===== config.mk =====
export PLATFORM = sky130hd
export DESIGN_NAME = tte_sweep
export DESIGN_NICKNAME = d
export VERILOG_FILES = /design/src/rtl/core/text_terminal_cell_engine_macros.svh /design/src/rtl/core/tte_pkg.sv /design/src/rtl/core/tte_sweep.sv
export SDC_FILE = /design/constraint.sdc
export NUM_CORES = 1
export LEC_CHECK = 0
export BUFFER_PORTS_ARGS = -buffer_cell sky130_fd_sc_hd__buf_2
export CAP_MARGIN = 25
export CORE_ASPECT_RATIO = 1.25
export CORE_UTILIZATION = 54
export DETAILED_ROUTE_END_ITERATION = 12
export GPL_TIMING_DRIVEN = 0
export PLACE_DENSITY = 0.88
export SYNTH_ARGS = -nofsm -noshare
export SYNTH_HDL_FRONTEND = slang
export SYNTH_SLANG_ARGS = --single-unit

===== constraint.sdc =====
create_clock -name clk -period 5.69 [get_ports clk]
set_clock_uncertainty 0.15 [all_clocks]
set_input_delay 0.2845 -clock clk [delete_from_list [all_inputs] [get_ports clk]]
set_output_delay 0.2845 -clock clk [all_outputs]
set_load 0.005 [all_outputs]

===== src/rtl/core/text_terminal_cell_engine_macros.svh =====
// Assertion macros shared by the terminal cell engine RTL.
`ifndef TEXT_TERMINAL_CELL_ENGINE_MACROS_SVH
`define TEXT_TERMINAL_CELL_ENGINE_MACROS_SVH

// same-cycle implication
`define TTE_ASSERT_IMP(name, clock, rstn, ante, cons) \
  name: assert property (@(posedge clock) disable iff (!rstn) (ante) |-> (cons)) \
    else $error("tte: same-cycle check failed");

// next-cycle implication
`define TTE_ASSERT_NXT(name, clock, rstn, ante, cons) \
  name: assert property (@(posedge clock) disable iff (!rstn) (ante) |=> (cons)) \
    else $error("tte: next-cycle check failed");

`endif


===== src/rtl/core/tte_pkg.sv =====
// Shared types and constants of the terminal cell engine.
`timescale 1ns / 1ps
package tte_pkg;

  // line and column arithmetic: 8-bit cursor plus one carry bit
  localparam int LW         = 9;
  localparam int CHAR_W     = 21;
  localparam int COLOR_W    = 8;
  localparam int CFG_IDX_W  = 1;
  localparam int CFG_DATA_W = 8;

  localparam logic [1:0] REQ_CHAR = 2'd0;
  localparam logic [1:0] REQ_CMD  = 2'd1;
  localparam logic [1:0] REQ_READ = 2'd2;

  localparam logic [3:0] CMD_CLEAR  = 4'd0;
  localparam logic [3:0] CMD_SCROLL = 4'd1;
  localparam logic [3:0] CMD_FG     = 4'd2;
  localparam logic [3:0] CMD_BG     = 4'd3;
  localparam logic [3:0] CMD_COLOR  = 4'd4;
  localparam logic [3:0] CMD_MOVE   = 4'd5;
  localparam logic [3:0] CMD_LINE   = 4'd6;
  localparam logic [3:0] CMD_COL    = 4'd7;
  localparam logic [3:0] CMD_HIDE   = 4'd8;
  localparam logic [3:0] CMD_SHOW   = 4'd9;

  localparam logic [CHAR_W-1:0] CH_BS    = 21'h08;
  localparam logic [CHAR_W-1:0] CH_TAB   = 21'h09;
  localparam logic [CHAR_W-1:0] CH_LF    = 21'h0A;
  localparam logic [CHAR_W-1:0] CH_CR    = 21'h0D;
  localparam logic [CHAR_W-1:0] CH_SPACE = 21'h20;

  localparam logic [COLOR_W-1:0] COLOR_RESET = 8'h07;

  localparam logic [CFG_IDX_W-1:0] REG_ROWS = 1'd0;
  localparam logic [CFG_IDX_W-1:0] REG_COLS = 1'd1;

  localparam logic [6:0] ROWS_RESET = 7'd25;
  localparam logic [7:0] COLS_RESET = 8'd80;

  typedef struct packed {
    logic [CHAR_W-1:0]  ch;
    logic [COLOR_W-1:0] color;
  } cell_t;

  typedef struct packed {
    logic               start;
    logic               fill;    // 1: whole store, 0: shift rows up
    logic [LW-1:0]      shift;   // rows to shift by
    logic [LW-1:0]      rows;
    logic [LW-1:0]      cols;
    logic [COLOR_W-1:0] color;
  } sweep_req_t;

  typedef struct packed {
    logic [7:0]         cursor_row;
    logic [7:0]         cursor_col;
    logic               cursor_hidden;
    logic               cell_written;
    logic [5:0]         written_row;
    logic [6:0]         written_col;
    logic [CHAR_W-1:0]  written_char;
    logic [COLOR_W-1:0] written_color;
    logic               full_refresh;
    logic [CHAR_W-1:0]  read_char;
    logic [COLOR_W-1:0] read_color;
  } res_t;

endpackage


===== src/rtl/core/tte_sweep.sv =====
// Grid sweeper: fills the whole store or shifts the visible rows up.
`timescale 1ns / 1ps
module tte_sweep import tte_pkg::*; #(
  parameter int MAX_ROWS = 64,
  parameter int MAX_COLS = 128
) (
  input  logic       clk,
  input  logic       rst_n,
  input  sweep_req_t req,
  output logic       busy,
  output logic       re,
  output logic [((MAX_ROWS > 1) ? $clog2(MAX_ROWS) : 1) +
                ((MAX_COLS > 1) ? $clog2(MAX_COLS) : 1) - 1:0] raddr,
  output logic       we,
  output logic [((MAX_ROWS > 1) ? $clog2(MAX_ROWS) : 1) +
                ((MAX_COLS > 1) ? $clog2(MAX_COLS) : 1) - 1:0] waddr,
  output cell_t      wdata,
  input  cell_t      rd_data
);

  localparam int RW    = (MAX_ROWS > 1) ? $clog2(MAX_ROWS) : 1;
  localparam int CW    = (MAX_COLS > 1) ? $clog2(MAX_COLS) : 1;
  localparam int AW    = RW + CW;
  localparam int DEPTH = MAX_ROWS * (1 << CW);
  localparam logic [AW-1:0] LAST = AW'(DEPTH - 1);

  logic               active_r;
  logic               fill_r;
  logic [LW-1:0]      n_r;
  logic [LW-1:0]      rows_r;
  logic [LW-1:0]      cols_r;
  logic [COLOR_W-1:0] color_r;
  logic [LW-1:0]      r_r;
  logic [LW-1:0]      c_r;
  logic [AW-1:0]      lin_r;
  logic               wv_r;
  logic               wblank_r;
  logic [AW-1:0]      waddr_r;

  logic [LW-1:0] src;
  logic          src_ok;

  // destination row r takes source row r + n, or blanks past the bottom
  assign src    = r_r + n_r;
  assign src_ok = src < rows_r;

  assign re    = active_r && !fill_r && src_ok;
  assign raddr = {src[RW-1:0], c_r[CW-1:0]};

  assign we    = wv_r;
  assign waddr = waddr_r;
  assign wdata = wblank_r ? '{ch: CH_SPACE, color: color_r} : rd_data;
  assign busy  = active_r || wv_r;

  always_ff @(posedge clk) begin
    if (!rst_n) begin
      active_r <= 1'b0;
      wv_r     <= 1'b0;
    end else begin
      wv_r <= active_r;
      if (req.start) begin
        active_r <= 1'b1;
        fill_r   <= req.fill;
        n_r      <= req.shift;
        rows_r   <= req.rows;
        cols_r   <= req.cols;
        color_r  <= req.color;
        r_r      <= '0;
        c_r      <= '0;
        lin_r    <= '0;
      end else if (active_r) begin
        if (fill_r) begin
          waddr_r  <= lin_r;
          wblank_r <= 1'b1;
          if (lin_r == LAST) begin
            active_r <= 1'b0;
          end else begin
            lin_r <= lin_r + AW'(1);
          end
        end else begin
          waddr_r  <= {r_r[RW-1:0], c_r[CW-1:0]};
          wblank_r <= !src_ok;
          if (c_r == cols_r - LW'(1)) begin
            c_r <= '0;
            if (r_r == rows_r - LW'(1)) begin
              active_r <= 1'b0;
            end else begin
              r_r <= r_r + LW'(1);
            end
          end else begin
            c_r <= c_r + LW'(1);
          end
        end
      end
    end
  end

endmodule


---- Word level (Yosys, flattened, before mapping) ----
Index checks and enable logic that the tools add are counted.
word-level totals
  memories ................................ 0
  RAM bits ................................ 0
  register bits after elaboration ......... 83
  bits of input ports ..................... 68
  output and inout port bits .............. 58
  bits in read-only memories .............. 0
  word-level logic and storage cells ...... 57
  bits in latches ......................... 0
cells by class
  magnitude comparators ................... 1
  bitwise logic cells ..................... 1
  equal/unequal tests ..................... 6
  reductions and logical operators ........ 13
  multipliers ............................. 0
  $add $sub $neg .......................... 6
  muxes and demuxes ....................... 18
  shifts and indexed selects .............. 0
  divide/modulo/power cells ............... 0
operators with widths
  kind                   number
  $mux 9                 7
  $mux 13                4
  $mux 29                1
  $add 9x1->9 const B    2
  $eq 9x9->1             2
  $sub 9x1->9 const B    2
  $add 13x1->13 const B  1
  $eq 13x13->1 const B   1
  $add 9x9->9            1
  $lt 9x9->1             1
  $mux 1                 6
  $ne 2x2->1 const B     3
  $reduce_and 3->1       2
  $reduce_bool 2->1      3
  $reduce_and 5->1       1
  $reduce_and 4->1       1
  $logic_and 1x1->1      2
  $logic_not 1->1        2
  $reduce_and 2->1       1
  $logic_or 1x1->1       1
  $not 1->1              1

---- Logic depth before layout (Yosys ltp) ----
Gate-level depths: netlist of the first run.
  word-level depth ........................ 7
  gate-level depth with buffers ........... 14
  depth with buffers taken out ............ 14

---- Worst setup path before layout of the first run ----
No wires, ideal clock.
  path type ............................... register to output
  start ................................... register r_r[0]
  end ..................................... output re
  path buffers ............................ 0
  arrival ................................. 2.835 ns
  cell stages (with the launch flop) ...... 15
  required time ........................... 5.256 ns
  slack ................................... 2.420 ns
  cell sequence ........................... edfxtp_1 -> ha_1 -> inv_1 -> fa_1 -> nor2b_1 -> o21ai_0 -> a21boi_0 -> o21ai_0 -> nor2b_1 -> xnor2_1 -> ha_1 -> or4_1 -> nor2_1 -> o21a_1 -> o21a_1
on the way
  word-level cells in the longest chain between the ends .. 3
ends and longest elaborated chain
  what                      line             text
  start: declaration        tte_sweep.sv:33  logic [LW-1:0] r_r;
  start signal: assignment  tte_sweep.sv:88  r_r <= r_r + LW'(1);
  $add 9x9->9               tte_sweep.sv:44  assign src = r_r + n_r;
  $lt 9x9->1                tte_sweep.sv:45  assign src_ok = src < rows_r;
  $logic_and 1x1->1         tte_sweep.sv:47  assign re = active_r && !fill_r && src_ok;
  end: declaration          tte_sweep.sv:11  output logic re,
Every way passes these cells.

---- Worst setup path after layout of the first run ----
Ends and elaborated chain as after synthesis.

==> results of run 1 <==
cell type report:
class / instances / area, µm² / share of cell area
buffer: 19 / 97.6 / 0.0162
clock inverter: 7 / 91.3 / 0.0151
inverter: 21 / 78.8 / 0.0130
clock buffer: 9 / 124 / 0.0205
multi-input combinational: 282 / 2040 / 0.338
tap: 97 / 121 / 0.0201
timing repair buffer: 162 / 1020 / 0.168
sequential: 83 / 2470 / 0.409
where the power goes:
part	internal (mW)	leakage (nW)	switching [mW]
registers	0.717	0.784	0.0381
clock network	0.246	0.101	0.230
logic	0.141	1.58	0.136
total	1.10	2.46	0.404
metal layers:
layer	vias up	GRT usage	wire length (µm)
met5	-	0	0
met4	0	0.145	449
met3	47	0.0543	691
met2	178	0.488	6320
met1	1876	0.306	4510
li1	1814	-	-
timing repair:
| action | 4_1_cts | 5_1_grt |
|---|---|---|
| hold buffers | 36 | 0 |
| setup endpoints to repair | 0 | 0 |
| hold endpoints to repair | 36 | 0 |
| gates resized for setup | 0 | 0 |
tightest hold or removal path, delay by kind of cell:
family	cells	cell delay [ns]
AND/OR/NAND/NOR	1	0.08
buffers and inverters	2	0.21
synth_stat cells, types with 2 or more instances:
master and instances:
nand2_1 14, o31ai_4 2, and3_1 6, or3_1 7, and2_1 3, o31a_1 2
clkbuf_1 11, nor3_1 8, inv_1 21, nand3_1 13, a21o_1 3, edfxtp_1 81
nand2b_1 4, ha_1 21, buf_4 7, mux2_2 20, xor2_1 20, a211o_1 3
nor3_2 3, a21oi_1 13, nor2b_1 27, a211oi_1 2, nor2_1 37, o21ai_0 13
o21a_1 3, or2_2 2, nand3b_1 2, xnor2_1 22, a41oi_1 2, a21boi_0 2
dfxtp_1 2, nand4_1 8
kinds of logic (layout without fill, tap and decap cells):
kind of cell / after synthesis / after routing / share of synthesized area
AO/OA/AOI/OAI: 57 / 57 / 0.0873
multiplexers: 20 / 20 / 0.0480
AND/OR/NAND/NOR: 141 / 141 / 0.161
adder cells (fa/ha/maj): 22 / 22 / 0.0603
buffers and inverters: 40 / 218 / 0.0376
XOR/XNOR: 42 / 42 / 0.0784
flip-flops: 83 / 83 / 0.527
state kept, by name (all words and copies together) (netlist names), 8 cells and up:
| name | flops |
|---|---|
| cols_r | 9 |
| c_r | 9 |
| rows_r | 9 |
| n_r | 9 |
| lin_r | 13 |
| color_r | 8 |
| waddr | 13 |
| r_r | 9 |
path summary, 6_finish.rpt:
| check | start | endpoint | slack (ns) | depth (start not counted) |
|---|---|---|---|---|
| worst max-delay path | r_r[0]$_SDFFCE_PP0P_ | re | 1.49 | 15 |
| worst min-delay path | rst_n | we$_SDFF_PN0_ | 0.09 | 3 |
| worst max register to register | r_r[0]$_SDFFCE_PP0P_ | wblank_r$_SDFFCE_PP1P_ | 2.10 | 14 |
| worst min register to register | active_r$_SDFF_PN0_ | we$_SDFF_PN0_ | 0.45 | 2 |
per-stage QoR:
stage | area, µm² | setup slack [ns]
global route | 6040 | 1.23
CTS | 6040 | 1.50
finish | 6040 | 1.49
floorplan | 4690 | 2.42
detailed placement | 5470 | 1.90
global placement | 5430 | 1.95
==> metrics.md, run 1 <==
| Metric | Value |
|---|---|
| CP Cell Sequence | ha_1 > inv_1 > fa_1 > nor2b_1 > o21ai_0 > a21boi_0 > o21ai_0 > nor2b_1 > xnor2_1 > ha_1 > or4_1 > nor2_1 > o21a_1 > o21a_1 > buf_2 |
| Starting DRT DRC Count | approximately 260 |
| DIE AREA | 0.00906 mm² |
| CTS buffer count | 9 |
| Commonest non-fill, non-tap cell in the layout | buf_2 |
| Tightest Pin Transition | 0.825 ns |
| Residual DRC | 0 |
| Post-synth EDFFs | just over 80 |
| Congestion Overflow GR | 0 |
| Area leader, netlist | edfxtp_1 |
| CP required | approximately 5.3 ns |
| CP Capture Type | primary output |
| Hold Crit Class | input port to register |
| Fin nets | approximately 670 |
| Post-Syn Area | between 0.004 and 0.005 mm² |
| Most frequent cells in the layout | 124 x buf_2, 81 x edfxtp_1, 37 x nor2_1 |
| Pre-antenna DRT Iters | 8 |
| Non-Filler Instances | a little under 700 |
| DP HPWL | 8040 µm |
| Slew margin rel. | 0.450 |
| Syn Area/Cell | around 12 µm² |
| Clock Sinks | between 80 and 90 |
| Worst-path clk slew | 0.09 ns |
| Power Density | roughly 250 mW/mm² |
| Cell row count | 37 |
| Largest net degree at the start of global routing | 23 |
| Leakage dissipation | around 2.5 nW |
| Height of the die | 106 µm |
| Async set or reset register ratio after synthesis | 0 |
| Synth top area share | 0.519 |
| Final Max Slew Viols | 0 |
| Mapped Nets | roughly 500 |
| CP Buf/Inv Count | 2 |
| CP Launch Type | register |
| Root Buffer | clkbuf_8 |
| # fillers | ~550 |
| Via count | between 3000 and 4000 |
| Worst EP arrival | between 3 and 4 ns |
| Core Util, Final | 0.725 |
| Starting Density | 0.563 |
| Placed cells | approximately 630 |
| Port-buffer cells | between 100 and 150 |
| Synthesized instance count | a little over 400 |
| Max Fclk | 238 MHz |
| RSZ-0062 raised after global routing | no |
| Die Wd | roughly 85 µm |
| CTS tree | done |
| Sequential area share after synthesis | 0.527 |
| Fin Setup TNS | 0 ns |
| Vias per std cell | ~5.8 |
| Longest Clk Path Bufs | 2 |
| Core area | 0.00833 mm² |
| Total power | about 1.5 mW |
| Share of cells above drive strength 1 | 0.302 |
| Final hold vios | 0 |
| Peak supply drop | approximately 0.00017 V |
| Final ANT Viol Nets | 0 |
| Wirelength per Cell | ~18 µm |
| Status | complete, no violations |
| All-Layer GR Usage | 0.274 |
| Area delta synth->final | 28.8% |
| Max-cap violations | 0 |
| Distinct cells, synth | 53 |
| Clk_lat worst skew | around 0.37 ns |
| CP max stage delay | about 0.56 ns |
| Final WL | approximately 12000 µm |
| Slowest CP cell | or4_1 |
| Antenna violations before repair | 0 |
| Final Wtd Congestion | about 0.84 |
| # diodes | 0 |
| Synth area leaders | edfxtp_1 52%, ha_1 5.6%, mux2_2 4.8%, xnor2_1 4.1%, xor2_1 3.7% |
| Predominant post-synthesis flop cell | edfxtp_1 |
| Number of global-route vias before repair | a little under 4000 |
| Max H-tree Level | 3 |
| Final Critical Period | between 4 and 5 ns |
| Crit-path max FO | 6 |
| #FFs+latches synth | 83 |
| Worst hold slack | 0.0893 ns |
| Synth warn | 0 |
| Crit share post-route | 0.739 |
| Critical path's top delay family | simple AND/OR/NAND/NOR gates |
| Post-CTS Setup Inserts | 0 |
| Crit Path Category | register to primary output |
| Setup-failing EPs final | 0 |
| I/O pin cnt | about 130 |
| First-pass GRT wire length | about 19000 µm |
(Power assumes the default switching activity.)
==> inputs of run 2 (changes only) <==
--- a/config.mk
+++ b/config.mk
@@ -8,10 +8,10 @@
 export BUFFER_PORTS_ARGS = -buffer_cell sky130_fd_sc_hd__buf_2
 export CAP_MARGIN = 25
 export CORE_ASPECT_RATIO = 1.25
-export CORE_UTILIZATION = 54
+export CORE_UTILIZATION = 53
 export DETAILED_ROUTE_END_ITERATION = 12
 export GPL_TIMING_DRIVEN = 0
-export PLACE_DENSITY = 0.88
+export PLACE_DENSITY = 0.86
 export SYNTH_ARGS = -nofsm -noshare
 export SYNTH_HDL_FRONTEND = slang
 export SYNTH_SLANG_ARGS = --single-unit
==> constraint.sdc (replaced) <==
create_clock -name clk -period 3.95 [get_ports clk]
set_clock_uncertainty 0.15 [all_clocks]
set_input_delay 0.1975 -clock clk [delete_from_list [all_inputs] [get_ports clk]]
set_output_delay 0.1975 -clock clk [all_outputs]
set_load 0.005 [all_outputs]
==> run 2 against run 1 <==
Compared with the run above:
- critical path depth fell by 2
- combinational power grew 49%
- total power up 39%
- non-clock buffer count is 5 higher
- final cell count rose by 4.1%
- sequential cell count stayed put
- via count is 0.87% higher
- sequential share of layout area fell by 0.39 points
- critical endpoint unchanged
- die area rose by 1.8%
- clock-buffer cell count is 3 higher
==> metrics.md, run 2 (synthesized netlist as in run 1, its figures left out) <==
| Metric | Value |
|---|---|
| All-Layer GR Usage | 0.278 |
| Max H-tree Level | 3 |
| DIE AREA | ~0.0092 mm² |
| Leakage dissipation | ~2.5 nW |
| Hold_sp | req[36] |
| Final hold vios | 0 |
| Height of the die | approximately 110 µm |
| I/O pin cnt | between 100 and 150 |
| Fin nets | a little under 700 |
| # diodes | 0 |
| Internal reg-to-reg setup slack | approximately 0.69 ns |
| Setup-failing EPs final | 0 |
| RR Startpoint | r_r[1]$_SDFFCE_PP0P_ |
| Root Buffer | clkbuf_8 |
| Via count | ~3900 |
| Hold Path End | lin_r[1]$_SDFFCE_PP0P_ |
| Worst EP arrival | 3.41 ns |
| Antenna violations before repair | 0 |
| Final ANT Viol Nets | 0 |
| Pre-antenna DRT Iters | 5 |
| Non-Filler Instances | between 700 and 800 |
| DP HPWL | 8530 µm |
| Total power | 2.10 mW |
| RSZ-0062 raised after global routing | no |
| CP Capture Type | primary output |
| Final Critical Period | around 3.8 ns |
| Crit-path max FO | 5 |
| Clock Sinks | 83 |
| Die Wd | 86.1 µm |
| Longest Clk Path Bufs | 2 |
| Starting Density | 0.542 |
| Residual DRC | 0 |
| Area delta synth->final | 30.1% |
| CTS tree | done |
| Cell row count | 38 |
| Crit share post-route | 0.951 |
| Max-cap violations | 0 |
| Final WL | about 12000 µm |
| Final Max Slew Viols | 0 |
| CP required | approximately 3.6 ns |
| Status | complete, no violations |
| Max Fclk | approximately 270 MHz |
| Post-route cell area | ~0.0061 mm² |
| CP Launch Type | register |
| Most frequent cells in the layout | 124 x buf_2, 81 x edfxtp_1, 37 x nor2_1, 37 x dlygate4sd3_1, 27 x nor2b_1 |
| Clk_lat worst skew | ~0.37 ns |
| Worst-path clk slew | 0.08 ns |
| Fin Setup TNS | 0 ns |
| Port-buffer cells | roughly 120 |
| R2R cell count | 12 |
| Reg-to-reg endpoint | wblank_r$_SDFFCE_PP1P_ |
| First-pass GRT wire length | 19000 µm |
| Crit Path Category | register to primary output |
| Power Density | about 340 mW/mm² |
| Hold path cells | 2 |
| Starting DRT DRC Count | between 300 and 400 |
| Slew margin rel. | 0.506 |
| Number of global-route vias before repair | 3936 |
| Core area | around 0.0087 mm² |
| Tightest Pin Transition | roughly 0.74 ns |
| Share of cells above drive strength 1 | 0.311 |
| Congestion Overflow GR | 0 |
| Placed cells | 651 |
| Commonest non-fill, non-tap cell in the layout | buf_2 |
| Area after DPL | 0.00550 mm² |
| Core Util, Final | 0.705 |
| CTS buffer count | 9 |
| Final Wtd Congestion | roughly 0.86 |
| # fillers | about 600 |
| Vias per std cell | approximately 5.6 |
| Peak supply drop | approximately 0.00022 V |
| Largest net degree at the start of global routing | 25 |
| Wirelength per Cell | 17.5 µm |
| Hold Crit Class | input port to register |
-- run 2: per-stage QoR --
stage	worst slack [ns]	hold slack [ns]
2_1_floorplan	0.767	0.146
6_report	0.193	0.147
3_3_place_gp	0.336	0.224
3_5_place_dp	0.332	0.226
4_1_cts	0.0585	0.120
5_1_grt	0.0127	0.133
-- run 2: critical path, stage by stage (launching register included) --
cell and delay (ns):
edfxtp_1 0.47, ha_1 0.31, a21o_1 0.17, a21oi_2 0.17, nand2b_1 0.15, a21boi_1 0.10
o41ai_2 0.32, xnor2_1 0.12, ha_1 0.21, or4_4 0.52, nor2_1 0.10, o21a_1 0.15
o21a_1 0.14, buf_2 0.11
-- run 2: area by class of cell --
| cell class | count | area (µm²) | area share |
|---|---|---|---|
| timing repair buffer | 167 | 1060 | 0.173 |
| clock buffer | 12 | 135 | 0.0222 |
| tap | 120 | 150 | 0.0246 |
| clock inverter | 4 | 51.3 | 0.00841 |
| sequential | 83 | 2470 | 0.405 |
| multi-input combinational | 282 | 2060 | 0.337 |
| inverter | 21 | 78.8 | 0.0129 |
| buffer | 19 | 97.6 | 0.0160 |
-- run 2: report_power, final --
group	total, mW	switching, mW	internal, mW
sequential	1.09	0.0523	1.03
clock	0.597	0.304	0.293
combinational	0.414	0.204	0.210
-- run 2: per-layer routing --
layer,up-vias,part of all wire,global-route usage
li1,1822,-,-
met1,1841,0.35,0.280
met2,227,0.52,0.494
met3,59,0.067,0.0662
met4,0,0.065,0.205
met5,-,0,0
-- run 2: how the worst max path moves through the flow --
stage                              start  to  slack [ns]  cells after the start
global placement    r_r[0]$_SDFFCE_PP0P_  re        0.34                     15
detailed placement  r_r[0]$_SDFFCE_PP0P_  re        0.33                     15
global route        r_r[1]$_SDFFCE_PP0P_  re        0.01                     13
CTS                 r_r[1]$_SDFFCE_PP0P_  re        0.06                     13
finish              r_r[1]$_SDFFCE_PP0P_  re        0.19                     13
floorplan           r_r[0]$_SDFFCE_PP0P_  re        0.77                     14
-- run 2: timing repair --
action                                  4_1_cts  5_1_grt
gates resized for setup                       0        7
endpoints found under the hold margin        37        0
hold buffers                                 37        0
endpoints found under the setup margin        1        1
buffers inserted                              1        3
pin swaps                                     0        3
