File: src/rtl/core/text_terminal_cell_engine_macros.svh
// Assertion macros shared by the terminal cell engine RTL.
`ifndef TEXT_TERMINAL_CELL_ENGINE_MACROS_SVH
`define TEXT_TERMINAL_CELL_ENGINE_MACROS_SVH

// same-cycle implication
`define TTE_ASSERT_IMP(name, clock, rstn, ante, cons) \
  name: assert property (@(posedge clock) disable iff (!rstn) (ante) |-> (cons)) \
    else $error("tte: same-cycle check failed");

// next-cycle implication
`define TTE_ASSERT_NXT(name, clock, rstn, ante, cons) \
  name: assert property (@(posedge clock) disable iff (!rstn) (ante) |=> (cons)) \
    else $error("tte: next-cycle check failed");

`endif

File: src/rtl/core/tte_pkg.sv
// Shared types and constants of the terminal cell engine.
`timescale 1ns / 1ps
package tte_pkg;

  // line and column arithmetic: 8-bit cursor plus one carry bit
  localparam int LW         = 9;
  localparam int CHAR_W     = 21;
  localparam int COLOR_W    = 8;
  localparam int CFG_IDX_W  = 1;
  localparam int CFG_DATA_W = 8;

  localparam logic [1:0] REQ_CHAR = 2'd0;
  localparam logic [1:0] REQ_CMD  = 2'd1;
  localparam logic [1:0] REQ_READ = 2'd2;

  localparam logic [3:0] CMD_CLEAR  = 4'd0;
  localparam logic [3:0] CMD_SCROLL = 4'd1;
  localparam logic [3:0] CMD_FG     = 4'd2;
  localparam logic [3:0] CMD_BG     = 4'd3;
  localparam logic [3:0] CMD_COLOR  = 4'd4;
  localparam logic [3:0] CMD_MOVE   = 4'd5;
  localparam logic [3:0] CMD_LINE   = 4'd6;
  localparam logic [3:0] CMD_COL    = 4'd7;
  localparam logic [3:0] CMD_HIDE   = 4'd8;
  localparam logic [3:0] CMD_SHOW   = 4'd9;

  localparam logic [CHAR_W-1:0] CH_BS    = 21'h08;
  localparam logic [CHAR_W-1:0] CH_TAB   = 21'h09;
  localparam logic [CHAR_W-1:0] CH_LF    = 21'h0A;
  localparam logic [CHAR_W-1:0] CH_CR    = 21'h0D;
  localparam logic [CHAR_W-1:0] CH_SPACE = 21'h20;

  localparam logic [COLOR_W-1:0] COLOR_RESET = 8'h07;

  localparam logic [CFG_IDX_W-1:0] REG_ROWS = 1'd0;
  localparam logic [CFG_IDX_W-1:0] REG_COLS = 1'd1;

  localparam logic [6:0] ROWS_RESET = 7'd25;
  localparam logic [7:0] COLS_RESET = 8'd80;

  typedef struct packed {
    logic [CHAR_W-1:0]  ch;
    logic [COLOR_W-1:0] color;
  } cell_t;

  typedef struct packed {
    logic               start;
    logic               fill;    // 1: whole store, 0: shift rows up
    logic [LW-1:0]      shift;   // rows to shift by
    logic [LW-1:0]      rows;
    logic [LW-1:0]      cols;
    logic [COLOR_W-1:0] color;
  } sweep_req_t;

  typedef struct packed {
    logic [7:0]         cursor_row;
    logic [7:0]         cursor_col;
    logic               cursor_hidden;
    logic               cell_written;
    logic [5:0]         written_row;
    logic [6:0]         written_col;
    logic [CHAR_W-1:0]  written_char;
    logic [COLOR_W-1:0] written_color;
    logic               full_refresh;
    logic [CHAR_W-1:0]  read_char;
    logic [COLOR_W-1:0] read_color;
  } res_t;

endpackage

File: src/rtl/core/tte_if.sv
// Valid/ready channel interfaces for requests and results.
`timescale 1ns / 1ps
interface tte_req_if;
  logic        valid;
  logic        ready;
  logic [1:0]  req_type;
  logic [20:0] char_code;
  logic [3:0]  command;
  logic [7:0]  arg_a;
  logic [7:0]  arg_b;
  logic [5:0]  read_row;
  logic [6:0]  read_col;

  modport source (output valid, req_type, char_code, command, arg_a, arg_b, read_row,
                  read_col, input ready);
  modport sink (input valid, req_type, char_code, command, arg_a, arg_b, read_row,
                read_col, output ready);
endinterface

interface tte_res_if;
  logic        valid;
  logic        ready;
  logic [7:0]  cursor_row;
  logic [7:0]  cursor_col;
  logic        cursor_hidden;
  logic        cell_written;
  logic [5:0]  written_row;
  logic [6:0]  written_col;
  logic [20:0] written_char;
  logic [7:0]  written_color;
  logic        full_refresh;
  logic [20:0] read_char;
  logic [7:0]  read_color;

  modport source (output valid, cursor_row, cursor_col, cursor_hidden, cell_written,
                  written_row, written_col, written_char, written_color, full_refresh,
                  read_char, read_color, input ready);
  modport sink (input valid, cursor_row, cursor_col, cursor_hidden, cell_written,
                written_row, written_col, written_char, written_color, full_refresh,
                read_char, read_color, output ready);
endinterface

File: src/rtl/core/tte_ctrl.sv
// Item sequencer: decode, cursor and color state, config registers, result register.
`timescale 1ns / 1ps
module tte_ctrl import tte_pkg::*; #(
  parameter int MAX_ROWS = 64,
  parameter int MAX_COLS = 128,
  parameter int TAB_STOP = 8
) (
  input  logic                  clk,
  input  logic                  rst_n,
  tte_req_if.sink               in_ch,
  tte_res_if.source             out_ch,
  input  logic                  cfg_we,
  input  logic [CFG_IDX_W-1:0]  cfg_idx,
  input  logic [CFG_DATA_W-1:0] cfg_data,
  output sweep_req_t            sw_req,
  input  logic                  sw_busy,
  output logic                  ct_we,
  output logic [((MAX_ROWS > 1) ? $clog2(MAX_ROWS) : 1) +
                ((MAX_COLS > 1) ? $clog2(MAX_COLS) : 1) - 1:0] ct_waddr,
  output cell_t                 ct_wdata,
  output logic                  ct_re,
  output logic [((MAX_ROWS > 1) ? $clog2(MAX_ROWS) : 1) +
                ((MAX_COLS > 1) ? $clog2(MAX_COLS) : 1) - 1:0] ct_raddr,
  input  cell_t                 rd_data
);

  localparam int RW    = (MAX_ROWS > 1) ? $clog2(MAX_ROWS) : 1;
  localparam int CW    = (MAX_COLS > 1) ? $clog2(MAX_COLS) : 1;
  localparam int TAB_N = 256 / TAB_STOP + 1;

  typedef enum logic [2:0] {
    ST_INIT,
    ST_CLR,
    ST_IDLE,
    ST_EXEC,
    ST_SWEEP,
    ST_DONE
  } state_t;

  // next tab stop above column c
  function automatic logic [LW-1:0] tab_next(input logic [7:0] c);
    logic [LW-1:0] r;
    r = '0;
    for (int k = TAB_N; k >= 1; k--) begin
      if (LW'(c) < LW'(k * TAB_STOP)) begin
        r = LW'(k * TAB_STOP);
      end
    end
    return r;
  endfunction

  state_t             state_r;
  logic [6:0]         rows_cfg_r;
  logic [7:0]         cols_cfg_r;
  logic [7:0]         line_r;
  logic [7:0]         col_r;
  logic [COLOR_W-1:0] color_r;
  logic               hidden_r;
  logic [1:0]         req_type_r;
  logic [CHAR_W-1:0]  char_r;
  logic [3:0]         cmd_r;
  logic [7:0]         a_r;
  logic [7:0]         b_r;
  logic [5:0]         rrow_r;
  logic [6:0]         rcol_r;
  res_t               res_r;
  logic               rd_ok_r;
  logic               out_valid_r;
  res_t               out_r;

  logic [LW-1:0]      rows_eff;
  logic [LW-1:0]      cols_eff;
  logic [LW-1:0]      l9;
  logic [LW-1:0]      c9;
  logic [LW-1:0]      wc9;
  logic [LW-1:0]      shift9;
  logic               do_wr;
  logic               wr_ok;
  logic [CHAR_W-1:0]  wch;
  logic               sw_start;
  logic               sw_fill;
  logic               refresh;
  logic               rd_ok;
  logic [7:0]         line_nxt;
  logic [7:0]         col_nxt;
  logic [COLOR_W-1:0] color_nxt;
  logic               hidden_nxt;
  res_t               res_nxt;
  res_t               done_res;
  logic               out_free;
  logic [LW-1:0]      line_ext;
  logic [LW-1:0]      rrow_ext;
  logic [LW-1:0]      rcol_ext;

  // registers saturate into 1..MAX
  always_comb begin
    if (rows_cfg_r == '0) begin
      rows_eff = LW'(1);
    end else if (LW'(rows_cfg_r) > LW'(MAX_ROWS)) begin
      rows_eff = LW'(MAX_ROWS);
    end else begin
      rows_eff = LW'(rows_cfg_r);
    end
    if (cols_cfg_r == '0) begin
      cols_eff = LW'(1);
    end else if (LW'(cols_cfg_r) > LW'(MAX_COLS)) begin
      cols_eff = LW'(MAX_COLS);
    end else begin
      cols_eff = LW'(cols_cfg_r);
    end
  end

  always_comb begin
    l9         = LW'(line_r);
    c9         = LW'(col_r);
    wc9        = '0;
    shift9     = LW'(1);
    do_wr      = 1'b0;
    wch        = CH_SPACE;
    sw_start   = 1'b0;
    sw_fill    = 1'b0;
    refresh    = 1'b0;
    rd_ok      = 1'b0;
    line_nxt   = line_r;
    col_nxt    = col_r;
    color_nxt  = color_r;
    hidden_nxt = hidden_r;
    unique case (req_type_r)
      REQ_CHAR: begin
        if (char_r == CH_BS) begin
          if (c9 != '0) begin
            c9 = c9 - LW'(1);
          end
          do_wr = 1'b1;
          wc9   = c9;
        end else if (char_r == CH_TAB) begin
          c9 = tab_next(col_r);
        end else if (char_r == CH_CR) begin
          c9 = '0;
        end else if (char_r == CH_LF) begin
          c9 = '0;
          l9 = l9 + LW'(1);
        end else if (char_r >= CH_SPACE) begin
          do_wr = 1'b1;
          wch   = char_r;
          wc9   = c9;
          c9    = c9 + LW'(1);
        end
        if (c9 >= cols_eff) begin
          c9 = '0;
          l9 = l9 + LW'(1);
        end
        // one scroll per line past the bottom, at most a full screen
        if (l9 >= rows_eff) begin
          shift9 = l9 - (rows_eff - LW'(1));
          if (shift9 > rows_eff) begin
            shift9 = rows_eff;
          end
          l9       = rows_eff - LW'(1);
          sw_start = 1'b1;
          refresh  = 1'b1;
        end
        line_nxt = l9[7:0];
        col_nxt  = c9[7:0];
      end
      REQ_CMD: begin
        unique case (cmd_r)
          CMD_CLEAR: begin
            sw_start = 1'b1;
            sw_fill  = 1'b1;
            refresh  = 1'b1;
          end
          CMD_SCROLL: begin
            sw_start = 1'b1;
            refresh  = 1'b1;
          end
          CMD_FG:    color_nxt = {color_r[7:4], a_r[3:0]};
          CMD_BG:    color_nxt = {a_r[3:0], color_r[3:0]};
          CMD_COLOR: color_nxt = {b_r[3:0], a_r[3:0]};
          CMD_MOVE: begin
            line_nxt = a_r;
            col_nxt  = b_r;
          end
          CMD_LINE:  line_nxt = a_r;
          CMD_COL:   col_nxt = a_r;
          CMD_HIDE:  hidden_nxt = 1'b1;
          CMD_SHOW:  hidden_nxt = 1'b0;
          default: ;
        endcase
      end
      REQ_READ: begin
        rd_ok = (LW'(rrow_r) < rows_eff) && (LW'(rcol_r) < cols_eff);
      end
      default: ;
    endcase
  end

  assign wr_ok = do_wr && (LW'(line_r) < rows_eff) && (wc9 < cols_eff);

  always_comb begin
    res_nxt               = '0;
    res_nxt.cursor_row    = line_nxt;
    res_nxt.cursor_col    = col_nxt;
    res_nxt.cursor_hidden = hidden_nxt;
    res_nxt.cell_written  = wr_ok;
    res_nxt.full_refresh  = refresh;
    if (wr_ok) begin
      res_nxt.written_row   = line_r[5:0];
      res_nxt.written_col   = wc9[6:0];
      res_nxt.written_char  = wch;
      res_nxt.written_color = color_r;
    end
  end

  always_comb begin
    done_res = res_r;
    if (rd_ok_r) begin
      done_res.read_char  = rd_data.ch;
      done_res.read_color = rd_data.color;
    end
  end

  assign line_ext = LW'(line_r);
  assign rrow_ext = LW'(rrow_r);
  assign rcol_ext = LW'(rcol_r);

  assign ct_we    = (state_r == ST_EXEC) && wr_ok;
  assign ct_waddr = {line_ext[RW-1:0], wc9[CW-1:0]};
  assign ct_wdata = '{ch: wch, color: color_r};
  assign ct_re    = (state_r == ST_EXEC) && rd_ok;
  assign ct_raddr = {rrow_ext[RW-1:0], rcol_ext[CW-1:0]};

  // the reset clear uses the sweeper in fill mode with the reset color
  always_comb begin
    sw_req.start = (state_r == ST_INIT) || ((state_r == ST_EXEC) && sw_start);
    sw_req.fill  = (state_r == ST_INIT) || sw_fill;
    sw_req.shift = shift9;
    sw_req.rows  = rows_eff;
    sw_req.cols  = cols_eff;
    sw_req.color = color_r;
  end

  assign out_free = !out_valid_r || out_ch.ready;

  always_ff @(posedge clk) begin
    if (!rst_n) begin
      state_r     <= ST_INIT;
      rows_cfg_r  <= ROWS_RESET;
      cols_cfg_r  <= COLS_RESET;
      line_r      <= '0;
      col_r       <= '0;
      color_r     <= COLOR_RESET;
      hidden_r    <= 1'b0;
      out_valid_r <= 1'b0;
    end else begin
      if (cfg_we) begin
        unique case (cfg_idx)
          REG_ROWS: rows_cfg_r <= cfg_data[6:0];
          REG_COLS: cols_cfg_r <= cfg_data;
          default: ;
        endcase
      end
      if (out_ch.ready) begin
        out_valid_r <= 1'b0;
      end
      unique case (state_r)
        ST_INIT: state_r <= ST_CLR;
        ST_CLR: begin
          if (!sw_busy) begin
            state_r <= ST_IDLE;
          end
        end
        ST_IDLE: begin
          if (in_ch.valid) begin
            req_type_r <= in_ch.req_type;
            char_r     <= in_ch.char_code;
            cmd_r      <= in_ch.command;
            a_r        <= in_ch.arg_a;
            b_r        <= in_ch.arg_b;
            rrow_r     <= in_ch.read_row;
            rcol_r     <= in_ch.read_col;
            state_r    <= ST_EXEC;
          end
        end
        ST_EXEC: begin
          line_r   <= line_nxt;
          col_r    <= col_nxt;
          color_r  <= color_nxt;
          hidden_r <= hidden_nxt;
          res_r    <= res_nxt;
          rd_ok_r  <= rd_ok;
          if (sw_start) begin
            state_r <= ST_SWEEP;
          end else if (req_type_r == REQ_READ) begin
            state_r <= ST_DONE;
          end else if (out_free) begin
            out_r       <= res_nxt;
            out_valid_r <= 1'b1;
            state_r     <= ST_IDLE;
          end else begin
            state_r <= ST_DONE;
          end
        end
        ST_SWEEP: begin
          if (!sw_busy) begin
            state_r <= ST_DONE;
          end
        end
        ST_DONE: begin
          if (out_free) begin
            out_r       <= done_res;
            out_valid_r <= 1'b1;
            state_r     <= ST_IDLE;
          end
        end
        default: state_r <= ST_IDLE;
      endcase
    end
  end

  assign in_ch.ready          = (state_r == ST_IDLE);
  assign out_ch.valid         = out_valid_r;
  assign out_ch.cursor_row    = out_r.cursor_row;
  assign out_ch.cursor_col    = out_r.cursor_col;
  assign out_ch.cursor_hidden = out_r.cursor_hidden;
  assign out_ch.cell_written  = out_r.cell_written;
  assign out_ch.written_row   = out_r.written_row;
  assign out_ch.written_col   = out_r.written_col;
  assign out_ch.written_char  = out_r.written_char;
  assign out_ch.written_color = out_r.written_color;
  assign out_ch.full_refresh  = out_r.full_refresh;
  assign out_ch.read_char     = out_r.read_char;
  assign out_ch.read_color    = out_r.read_color;

endmodule

File: src/flat_wrapper.sv
// flat-port wrapper written by rule: the top's interface ports become plain ports
module tte_ctrl_flat import tte_pkg::*;
#(
  parameter int MAX_ROWS = 64,
  parameter int MAX_COLS = 128,
  parameter int TAB_STOP = 8
)
  (clk, rst_n, cfg_we, cfg_idx, cfg_data, sw_req, sw_busy, ct_we, ct_waddr, ct_wdata, ct_re, ct_raddr, rd_data, in_ch_valid, in_ch_req_type, in_ch_char_code, in_ch_command, in_ch_arg_a, in_ch_arg_b, in_ch_read_row, in_ch_read_col, in_ch_ready, out_ch_valid, out_ch_cursor_row, out_ch_cursor_col, out_ch_cursor_hidden, out_ch_cell_written, out_ch_written_row, out_ch_written_col, out_ch_written_char, out_ch_written_color, out_ch_full_refresh, out_ch_read_char, out_ch_read_color, out_ch_ready);
  tte_req_if in_ch_i ();
  tte_res_if out_ch_i ();
  input  logic clk;
  input  logic rst_n;
  input  logic cfg_we;
  input  logic [CFG_IDX_W-1:0] cfg_idx;
  input  logic [CFG_DATA_W-1:0] cfg_data;
  output sweep_req_t sw_req;
  input  logic sw_busy;
  output logic ct_we;
  output logic [((MAX_ROWS > 1) ? $clog2(MAX_ROWS) : 1) +
                ((MAX_COLS > 1) ? $clog2(MAX_COLS) : 1) - 1:0] ct_waddr;
  output cell_t ct_wdata;
  output logic ct_re;
  output logic [((MAX_ROWS > 1) ? $clog2(MAX_ROWS) : 1) +
                ((MAX_COLS > 1) ? $clog2(MAX_COLS) : 1) - 1:0] ct_raddr;
  input  cell_t rd_data;
  input wire logic [$bits(in_ch_i.valid)-1:0] in_ch_valid;
  input wire logic [$bits(in_ch_i.req_type)-1:0] in_ch_req_type;
  input wire logic [$bits(in_ch_i.char_code)-1:0] in_ch_char_code;
  input wire logic [$bits(in_ch_i.command)-1:0] in_ch_command;
  input wire logic [$bits(in_ch_i.arg_a)-1:0] in_ch_arg_a;
  input wire logic [$bits(in_ch_i.arg_b)-1:0] in_ch_arg_b;
  input wire logic [$bits(in_ch_i.read_row)-1:0] in_ch_read_row;
  input wire logic [$bits(in_ch_i.read_col)-1:0] in_ch_read_col;
  output wire logic [$bits(in_ch_i.ready)-1:0] in_ch_ready;
  output wire logic [$bits(out_ch_i.valid)-1:0] out_ch_valid;
  output wire logic [$bits(out_ch_i.cursor_row)-1:0] out_ch_cursor_row;
  output wire logic [$bits(out_ch_i.cursor_col)-1:0] out_ch_cursor_col;
  output wire logic [$bits(out_ch_i.cursor_hidden)-1:0] out_ch_cursor_hidden;
  output wire logic [$bits(out_ch_i.cell_written)-1:0] out_ch_cell_written;
  output wire logic [$bits(out_ch_i.written_row)-1:0] out_ch_written_row;
  output wire logic [$bits(out_ch_i.written_col)-1:0] out_ch_written_col;
  output wire logic [$bits(out_ch_i.written_char)-1:0] out_ch_written_char;
  output wire logic [$bits(out_ch_i.written_color)-1:0] out_ch_written_color;
  output wire logic [$bits(out_ch_i.full_refresh)-1:0] out_ch_full_refresh;
  output wire logic [$bits(out_ch_i.read_char)-1:0] out_ch_read_char;
  output wire logic [$bits(out_ch_i.read_color)-1:0] out_ch_read_color;
  input wire logic [$bits(out_ch_i.ready)-1:0] out_ch_ready;
  assign in_ch_i.valid = in_ch_valid;
  assign in_ch_i.req_type = in_ch_req_type;
  assign in_ch_i.char_code = in_ch_char_code;
  assign in_ch_i.command = in_ch_command;
  assign in_ch_i.arg_a = in_ch_arg_a;
  assign in_ch_i.arg_b = in_ch_arg_b;
  assign in_ch_i.read_row = in_ch_read_row;
  assign in_ch_i.read_col = in_ch_read_col;
  assign in_ch_ready = in_ch_i.ready;
  assign out_ch_valid = out_ch_i.valid;
  assign out_ch_cursor_row = out_ch_i.cursor_row;
  assign out_ch_cursor_col = out_ch_i.cursor_col;
  assign out_ch_cursor_hidden = out_ch_i.cursor_hidden;
  assign out_ch_cell_written = out_ch_i.cell_written;
  assign out_ch_written_row = out_ch_i.written_row;
  assign out_ch_written_col = out_ch_i.written_col;
  assign out_ch_written_char = out_ch_i.written_char;
  assign out_ch_written_color = out_ch_i.written_color;
  assign out_ch_full_refresh = out_ch_i.full_refresh;
  assign out_ch_read_char = out_ch_i.read_char;
  assign out_ch_read_color = out_ch_i.read_color;
  assign out_ch_i.ready = out_ch_ready;
  tte_ctrl #(.MAX_ROWS(MAX_ROWS), .MAX_COLS(MAX_COLS), .TAB_STOP(TAB_STOP)) u_core (.clk(clk), .rst_n(rst_n), .in_ch(in_ch_i), .out_ch(out_ch_i), .cfg_we(cfg_we), .cfg_idx(cfg_idx), .cfg_data(cfg_data), .sw_req(sw_req), .sw_busy(sw_busy), .ct_we(ct_we), .ct_waddr(ct_waddr), .ct_wdata(ct_wdata), .ct_re(ct_re), .ct_raddr(ct_raddr), .rd_data(rd_data));
endmodule
File: config.mk
export PLATFORM = sky130hd
export DESIGN_NAME = tte_ctrl_flat
export DESIGN_NICKNAME = d
export VERILOG_FILES = /design/src/rtl/core/text_terminal_cell_engine_macros.svh /design/src/rtl/core/tte_pkg.sv /design/src/rtl/core/tte_if.sv /design/src/rtl/core/tte_ctrl.sv /design/src/flat_wrapper.sv
export SDC_FILE = /design/constraint.sdc
export NUM_CORES = 1
export LEC_CHECK = 0
export ABC_AREA = 1
export CAP_MARGIN = 20
export CORE_MARGIN = 2
export CORE_UTILIZATION = 64
export DETAILED_ROUTE_END_ITERATION = 16
export DONT_BUFFER_PORTS = 1
export GPL_TIMING_DRIVEN = 0
export PLACE_DENSITY_LB_ADDON = 0.05
export REMOVE_ABC_BUFFERS = 1
export SYNTH_ARGS = -nofsm -noshare
export SYNTH_HDL_FRONTEND = slang
export SYNTH_SLANG_ARGS = --single-unit
File: constraint.sdc
create_clock -name clk -period 11 [get_ports clk]
set_input_delay 0.55 -clock clk [delete_from_list [all_inputs] [get_ports clk]]
set_output_delay 0.55 -clock clk [all_outputs]
set_load 0.01 [all_outputs]
# After elaboration in Yosys (flattened, before gate mapping)
# Cells that the tools add are included.
[totals]
regBits = 252
input_bits = 100
out_inout_bits = 186
[op_classes]
add_sub_neg = 6
n_lt_le_gt_ge = 41
n_eq_ne = 27
n_mux = 105
bitwise = 3
reduce_logical = 29
[op_table]
columns = ["op", "count"]
rows = [
  ["$mux 9", 55],
  ["$mux 90", 4],
  ["$pmux 90 s2", 1],
  ["$lt 8x8->1 const B", 16],
  ["$mux 21", 6],
  ["$eq 21x4->1 const B", 4],
  ["$lt 8x7->1 const B", 8],
  ["$pmux 8 s2", 3],
  ["$mux 42", 1],
  ["$mux 8", 5],
  ["$lt 8x6->1 const B", 4],
  ["$mux 29", 1],
  ["$pmux 8 s3", 1],
  ["$ge 21x6->1 const B", 1],
  ["$mux 3", 7],
  ["$add 8x1->9 const B", 2],
  ["$ge 9x9->1", 2],
  ["$pmux 3 s6", 1],
  ["$eq 4x3->1 const B", 4],
  ["$lt 8x5->1 const B", 2],
  ["$mux 1", 16],
  ["$reduce_and 4->1", 3],
  ["$ne 2x2->1 const B", 5],
  ["$add 9x1->9 const B", 1],
  ["37 further kinds", 58],
]

# Depth between registers and ports, before layout
# Gate-level depths: netlist (run 1).
[depth]
ltp_word = 45
mapped_depth = 44
ltp_nobuf = 42

# Worst setup path before layout (run 1)
# No wires, ideal clock.
[synth_path]
path_type = "register -> register"
from = "reg u_core.char_r[2]"
to = "reg u_core.out_r (netlist bit u_core.out_ch.cell_written) (enable)"
setup_time_ps = 568
arrival_time_ps = 8578
required_ps = 10432
setup_slack_ps = 1854
path_stages_with_launch = 33
path_buffers = 2
cell_sequence = "edfxtp_1 > nor2_4 > inv_2 > nor3_4 > nand2_2 > nor3_4 > inv_2 > clkbuf_1 > a21boi_0 > ha_1 > nand2_1 > inv_1 > nand2_1 > nand3_1 > nand2_1 > nand2_1 > nand2_1 > nand4_1 > buf_2 > xor2_1 > inv_1 > ha_1 > a21boi_0 > o21a_1 > o211ai_1 > nand2_1 > nand3_1 > nand2_1 > nor2_4 > nand3_4 > nand2_8 > nand2_4 > a21oi_1"
[synth_via]
elab_chain_cells = 15
[synth_lines]
columns = ["element", "line", "source"]
rows = [
  ["start: declaration", "tte_ctrl.sv:60", "logic [CHAR_W-1:0] char_r;"],
  ["start signal: assignment", "tte_ctrl.sv:276", "char_r <= in_ch.char_code;"],
  ["$ge 21x6->1", "tte_ctrl.sv:143", "end else if (char_r >= CH_SPACE) begin"],
  ["$mux 9", "tte_ctrl.sv:143", ""],
  ["$mux 9", "tte_ctrl.sv:140", "end else if (char_r == CH_LF) begin"],
  ["$mux 9", "tte_ctrl.sv:138", "end else if (char_r == CH_CR) begin"],
  ["$mux 9", "tte_ctrl.sv:136", "end else if (char_r == CH_TAB) begin"],
  ["$mux 9", "tte_ctrl.sv:130", "if (char_r == CH_BS) begin"],
  ["$mux 9", "tte_ctrl.sv:128", "unique case (req_type_r)"],
  ["$ge 9x9->1", "tte_ctrl.sv:149", "if (c9 >= cols_eff) begin"],
  ["$mux 9 *", "tte_ctrl.sv:149", ""],
  ["$mux 9 *", "tte_ctrl.sv:128", ""],
  ["$ge 9x9->1 *", "tte_ctrl.sv:154", "if (l9 >= rows_eff) begin"],
  ["$mux 1 *", "n/a", ""],
  ["$pmux 1 s2 *", "n/a", ""],
  ["via u_core.refresh", "tte_ctrl.sv:82", "logic refresh;"],
  ["$ne 2x2->1 (no line) *", "n/a", ""],
  ["$reduce_and 6->1 (no line) *", "n/a", ""],
  ["end signal: assignment", "tte_ctrl.sv:297", "out_r <= res_nxt;"],
  ["end signal: assignment", "tte_ctrl.sv:311", "out_r <= done_res;"],
  ["end: declaration", "tte_ctrl.sv:69", "res_t out_r;"],
]
# Mark *: on every way through the listed nets, which the timed path passes. The rest lies on a longest branch. The select of a mux whose other input is x is not followed.
# A chain may end at the register's enable or synchronous reset.

==> out/summary.txt, run 1 <==
Outcome: complete, no violations
Cts bufs inserted: 25
GR Layer Usage met2: 53.3%
Syn Inst Count: 1,533
Max-slew violation count: 0
Setup crit start: u_core.char_r[9]
Fmax: 115 MHz
Worst hold margin: 0.0979 ns
Yosys top cell area share: 45.8%
Clk buf depth: 3
Hold_buf cts: 0
Pwr dens: 191 nW/um^2
CP peak stage delay: 0.60 ns
Hold Vio Cnt, Final: 0
Final Skew: 0.00956 ns
Seq/Total Area, Yosys: 52.2%
Antenna Violating Nets Remaining: 0
Fillers: 1,609
Fin nets: 1,674
Min Tclk post-route: 8.67 ns
Design area: 14,700 um^2
Area of the core: 21,000 um^2
Startpoint Class: flop
Crit share post-route: 78.8%
Crit path DAT: 8.12 ns
Post-CTS Setup Inserts: 0
Vias in the first global route: 10,300
Yosys reg bits: 252
Top post-synthesis cells by area: edfxtp_1 (46%), nand2_1 (8.1%), inv_1 (6.9%), dfxtp_1 (6.5%), ha_1 (5.4%)
Ys async rst share: 0%
Max Cap Viol: 0
Htree depth: 1
Num rows: 53
Max VDD drop: 0.000145 V
First DRT Iteration DRCs: 1,029
Number of library cell types mapped by synthesis: 57
Initial antenna violation count: 4
Mapped cell area: 13,600 um^2
Worst r2r path cells: 32
Commonest register cell after synthesis: edfxtp_1
Most used cell along the critical path: nand2_1
Die H: 150 um
Final Util: 70.2%
Syn Area/Cell: 8.90 um^2
CTS root buf: clkbuf_16
Clk slew on worst S/H paths: 0.07 ns
Cts repair resizes: 0
Io pins: 286
Critical path capture point type: output pin
Met1 Usage GRT: 43.9%
Req. time, crit path: 10.45 ns
Slowest CP cell: nand4_1
Crit Path Max Fanout: 15
Avg Vias per Cell: 5.99
Worst hold path depth: 0
DP Area: 13,900 um^2
Synth area leader: edfxtp_1
GRT Util Overall: 32.9%
Critical path type: flop to output pin
IO buf count: 0
Total power: 2.81 mW
Initial Util: 65.1%
TritonRoute pass-1 iters: 6
RR Startpoint: u_core.char_r[9]
Overflow after GRT: 0
Worst Hold Class: input port to flop
Hpwl dp: 27.3 mm
GPL Wtd Cong: 0.909
Hold wc startpoint: in_ch_char_code[9]
RSZ-0062 raised after global routing: false
Later-pin clock latency in the skew report: 0.54 ns
Slew HR: 25.0%
EDFF count, synth: 208
Routed WL per cell: 20.8 um
Area delta synth->final: 7.84%
Setup violators final: 0
Worst-margin pin slew: 1.12 ns
Routed WL: 37.6 mm
Warnings from Yosys: 0
Pin count of the biggest net entering global routing: 43
M3 GR Usage: 8.45%
TritonCTS Sinks: 252
CTS tree: yes
DIE WIDTH: 150 um
Via count: 10,800
Layer with the highest usage: met2
DRC Markers: 0
Leak: 6.59 nW
First-pass GRT wire length: 56.7 mm
Layout cells sized above 1: 6.92%
Die area: 22,500 um^2
flip-flops by register name, indices dropped and copies added (netlist names), 21 cells and up:
| signal | count |
|---|---|
| u_core.done_res | 61 |
| u_core.out_ch.read_char | 21 |
| u_core.char_r | 21 |
| u_core.out_ch.written_char | 21 |
cells in the final DEF, fill, tap and decap left out, types with 4 or more instances in the layout:
cell type / instances
o31ai_1: 4
conb_1: 6
nor3_1: 14
nor2_1: 159
nand3_1: 49
xor2_1: 11
a221oi_1: 7
inv_1: 250
buf_12: 7
inv_2: 8
o211ai_1: 11
nor2_4: 9
o22ai_1: 5
o21ai_0: 76
a211oi_1: 11
o21ai_1: 34
nand2_1: 296
nor2_2: 10
edfxtp_1: 208
clkbuf_1: 6
clkinv_1: 12
nand2_2: 13
a21oi_1: 73
a31oi_1: 13
xnor2_1: 4
a22oi_1: 6
clkinv_2: 4
clkbuf_16: 25
nand4_1: 44
ha_1: 59
dfxtp_1: 44
power breakdown:
group / switching, mW / internal [mW] / total [mW]
logic: 0.523 / 0.244 / 0.767
registers: 0.0887 / 1.14 / 1.23
clock network: 0.364 / 0.450 / 0.814
total: 0.976 / 1.84 / 2.81
Yosys cell counts, types with 4 or more instances:
master,instances
a211oi_1,12
a21oi_1,74
a221oi_1,7
a22oi_1,6
a31oi_1,13
buf_2,8
buf_4,20
buf_6,4
clkbuf_1,30
clkinv_1,6
dfxtp_1,44
edfxtp_1,208
ha_1,59
inv_1,250
inv_2,8
nand2_1,296
nand2_2,13
nand3_1,49
nand4_1,44
nor2_1,163
nor2_2,10
nor2_4,5
nor3_1,14
o211ai_1,11
o21ai_0,76
o21ai_1,34
o22ai_1,5
o31ai_1,4
xnor2_1,4
xor2_1,11
final timing paths:
| kind | endpoint | slack (ns) |
|---|---|---|
| worst max-delay path | sw_req[29] | 2.33 |
| worst min-delay path | u_core.char_r[9] | 0.1 |
| worst max register to register | u_core.out_ch.written_char[6] | 3.26 |
| worst min register to register | u_core.rows_cfg_r[1] | 0.48 |
through the flow:
step	std cells	setup TNS [ns]	worst slack, ns
floorplan	1474	0	0.683
global placement	1749	-417.31	-4.65
detailed placement	1761	0	3.01
CTS	1806	0	2.41
global route	1808	0	1.75
finish	1810	0	2.33
critical path, delay by kind of cell, from the launching register on:
family	cells	cell delay [ns]
AO/OA/AOI/OAI	5	1.52
XOR/XNOR	2	0.70
adder cells (fa/ha/maj)	4	1.28
buffers and inverters	4	0.49
flip-flops	1	0.40
AND/OR/NAND/NOR	20	3.16
cells by family (layout without fill, tap and decap cells):
group                      count (synthesis)  in the layout  share of synthesized area (%)
and+or+nand+nor                          612            612                           19.9
buffers and inverters                    327            322                           9.84
AOI/OAI and AO/OA                        265            265                           11.4
DFF                                      252            252                           52.2
adders and majority gates                 60             60                           5.56
xor gates and xnor gates                  15             15                          0.963
other                                      2              9                         0.0550
per-layer routing:
| metal | share of wire, % | vias up | wire length [um] |
|---|---|---|---|
| met4 | 3.0 | 4 | 1150 |
| li1 | - | 5088 | - |
| met5 | 0.072 | - | 27 |
| met3 | 11 | 89 | 4260 |
| met1 | 39 | 5040 | 14700 |
| met2 | 46 | 622 | 17500 |
final cells by class:
| class | instances | area (um^2) | share of cell area [%] |
|---|---|---|---|
| Clock buffer | 32 | 662 | 4.50 |
| Sequential cell | 252 | 7130 | 48.4 |
| Antenna cell | 3 | 7.51 | 0.0510 |
| Tap cell | 275 | 344 | 2.34 |
| Inverter | 264 | 991 | 6.73 |
| Timing Repair Buffer | 13 | 244 | 1.66 |
| Multi-Input combinational cell | 958 | 5240 | 35.6 |
| Clock inverter | 13 | 101 | 0.689 |
Note: power is estimated with default switching activity, not from simulation.
==> run 2: changes to the inputs <==
clock period = 8.2 ns   (was 11 ns; I/O delays follow)
==> run 2 against run 1 <==
  * Cell count increased by 3.2%
  * Via count increased by 3.1%
  * Sequential cell count unchanged
  * Critical path depth decreased by 2
  * Utilization increased by 3.0 points
  * Worst hold slack got worse by 0.093 ns
  * Clock skew increased by 0.0025 ns
  * Non-clock buffer count increased by 61
  * Highest routed layer unchanged
  * Wire length increased by 2.8%
  * Count of clock-buffer cells in the layout unchanged
  * Register-to-register slack got worse by 1.9 ns
  * Design area increased by 4.2%
==> out/summary.txt, run 2 (synthesized netlist as in run 1, its figures left out) <==
CP peak stage delay: 0.45 ns (-0.15 ns)
Psw: 1.33 mW (+36%)
Crit Path Max Fanout: 15 (unchanged)
R2R setup slack: 1.35 ns (-1.91 ns)
Most frequent cells in the layout: nand2_1 (296), inv_1 (250), edfxtp_1 (208)
DRC Markers: 0 (unchanged)
Max-slew violation count: 0 (unchanged)
Antenna Violating Nets Remaining: 0 (unchanged)
Io pins: 286 (unchanged)
Fmax: 131 MHz
Max FFs per register: 61 (unchanged)
Fin nets: 1,735 (+3.6%)
Slew HR: 24.8% (-0.18 points)
Critical path type: flop to output pin
Initial antenna violation count: 2 (-2)
Max VDD drop: 0.000196 V (+36%)
GRT Util Overall: 33.8% (+0.83 points)
Power share of the sequential group: 43.3% (-0.5 points)
Setup crit start: u_core.char_r[9]
CTS tree: yes
Die area: 22,500 um^2 (unchanged)
Max Cap Viol: 0 (unchanged)
Clk buf depth: 3 (unchanged)
Final Skew: 0.0120 ns (+0.00246 ns)
Pwr dens: 249 nW/um^2 (+30%)
CTS root buf: clkbuf_16
Hold Vio Cnt, Final: 0 (unchanged)
RR Startpoint: u_core.char_r[9]
Hpwl dp: 27.3 mm (unchanged)
Max layer used: met5
Total power: 3.82 mW (+36%)
Met1 WL: 14.9 mm (+1.1%)
Met2 WL: 18.2 mm (+4.4%)
DIE WIDTH: 150 um (unchanged)
IO buf count: 0 (unchanged)
Num rows: 53 (unchanged)
First-pass GRT wire length: 58.4 mm (+3.0%)
Min Tclk post-route: 7.66 ns
RSZ-0062 raised after global routing: false
End of the critical path: sw_req[26]
Sw Ratio: 34.8% (+0.085 points)
Most used cell along the critical path: nand2_1
Design area: 15,300 um^2 (+4.2%)
DP Area: 13,900 um^2 (unchanged)
Slowest CP cell: o21ai_0
Pin count of the biggest net entering global routing: 43 (unchanged)
Worst-margin pin slew: 1.13 ns (+0.00273 ns)
Worst r2r path cells: 30 (-6.3%)
TritonRoute pass-1 iters: 6 (unchanged)
Later-pin clock latency in the skew report: 0.55 ns (about the same)
Req. time, crit path: 7.79 ns (-2.66 ns)
Startpoint Class: flop
Layout cells sized above 1: 6.91% (-0.014 points)
Most common cell after layout, fill and taps aside: nand2_1
Outcome: complete, no violations
Crit path DAT: 7.25 ns (-0.87 ns)
Clk slew on worst S/H paths: 0.06 ns (about the same)
R2r endpoint: u_core.out_ch.written_char[11]
Vias in the first global route: 10,700 (+3.7%)
Cts bufs inserted: 25 (unchanged)
Clk pwr share: 28.7% (-0.2 points)
Int Power: 2.49 mW (+36%)
Overflow after GRT: 0 (unchanged)
Area delta synth->final: 12.4%
TritonCTS Sinks: 252 (unchanged)
Met3 wire length: 4.39 mm (+3.1%)
First DRT Iteration DRCs: 1,028 (-0.097%)
Initial Util: 65.1% (unchanged)
Routed WL per cell: 20.7 um (-0.38%)
Avg Vias per Cell: 5.98 (-0.15%)
Routed WL: 38.7 mm (+2.8%)
Via count: 11,200 (+3.1%)
Leak: 6.85 nW (+4.0%)
Critical path capture point type: output pin
GPL Wtd Cong: 0.909 (unchanged)
Die H: 150 um (unchanged)
Gate power share: 28.0% (+0.7 points)
Htree depth: 1 (unchanged)
Crit share post-route: 93.4%
Antenna diode instance count: 0 (-3)
Setup violators final: 0 (unchanged)
Area of the core: 21,000 um^2 (unchanged)
Worst Hold Class: input port to flop
run 2: cell count changes in the layout (fill, tap and decap cells not counted), sizes merged:
cell and change:
buf +2, diode -3, dlygate4sd3 +59
run 2: final cells by class:
cell class | count | area, um^2
Clock buffer | 32 | 662
Sequential cell | 252 | 7130
Inverter | 264 | 991
Fill cell | 1524 | 5620
Multi-Input combinational cell | 958 | 5260
Tap cell | 275 | 344
Clock inverter | 13 | 101
Timing Repair Buffer | 74 | 857
run 2: metal layers:
metal  vias to the layer above  GRT usage, %
li1                       5190             -
met1                      5223          44.5
met2                       668          55.2
met3                        89          8.48
met4                         4          10.7
met5                         -             0
run 2: stage by stage:
step | hold slack (ns) | std cells | worst slack (ns) | setup TNS, ns | util (%)
2_1_floorplan | 0.444 | 1474 | -2.12 | -190.51 | -
3_3_place_gp | 0.462 | 1749 | -7.45 | -709.68 | 65.2
3_5_place_dp | 0.471 | 1761 | 0.349 | 0 | 66.5
4_1_cts | 0.000297 | 1867 | 0.341 | 0 | 73.0
5_1_grt | 0.00275 | 1868 | 0.00972 | 0 | 73.2
6_report | 0.00533 | 1868 | 0.541 | 0 | 73.2
run 2: power by group through the flow:
| stage | sequential [mW] | combinational [mW] | clock, mW |
|---|---|---|---|
| floorplan | 1.65 | 0.736 | 0 |
| global placement | 1.69 | 0.947 | 0 |
| detailed placement | 1.68 | 1.00 | 0 |
| CTS | 1.65 | 1.05 | 1.10 |
| global route | 1.66 | 1.20 | 1.14 |
| finish | 1.65 | 1.07 | 1.10 |
run 2: worst min-delay path by stage:
stage / start / endpoint / slack [ns] / cells past startpoint
detailed placement: u_core.rows_cfg_r[2] / u_core.rows_cfg_r[2] / 0.47 / 2
floorplan: u_core.rows_cfg_r[2] / u_core.rows_cfg_r[2] / 0.44 / 2
global placement: u_core.rows_cfg_r[1] / u_core.rows_cfg_r[1] / 0.46 / 2
global route: rst_n / u_core.rows_cfg_r[2] / 0.003 / 2
finish: cfg_data[0] / u_core.rows_cfg_r[0] / 0.005 / 2
CTS: rst_n / u_core.cols_cfg_r[5] / 0.0003 / 2
run 2: critical path, delay by kind of cell, from the launching register on:
kind            cells  cell delay (ns)
buf+inv             4             0.61
xor+xnor            2             0.49
simple gates       17             2.48
fa+ha+maj           4             1.27
compound gates      6             1.42
flops               1             0.39
run 2: what timing repair did:
action | 4_1_cts | 5_1_grt
resized for setup | 0 | 4
hold buffers | 59 | 0
setup buffers | 2 | 0
hold endpoints to repair | 64 | 0
setup endpoints to repair | 7 | 7
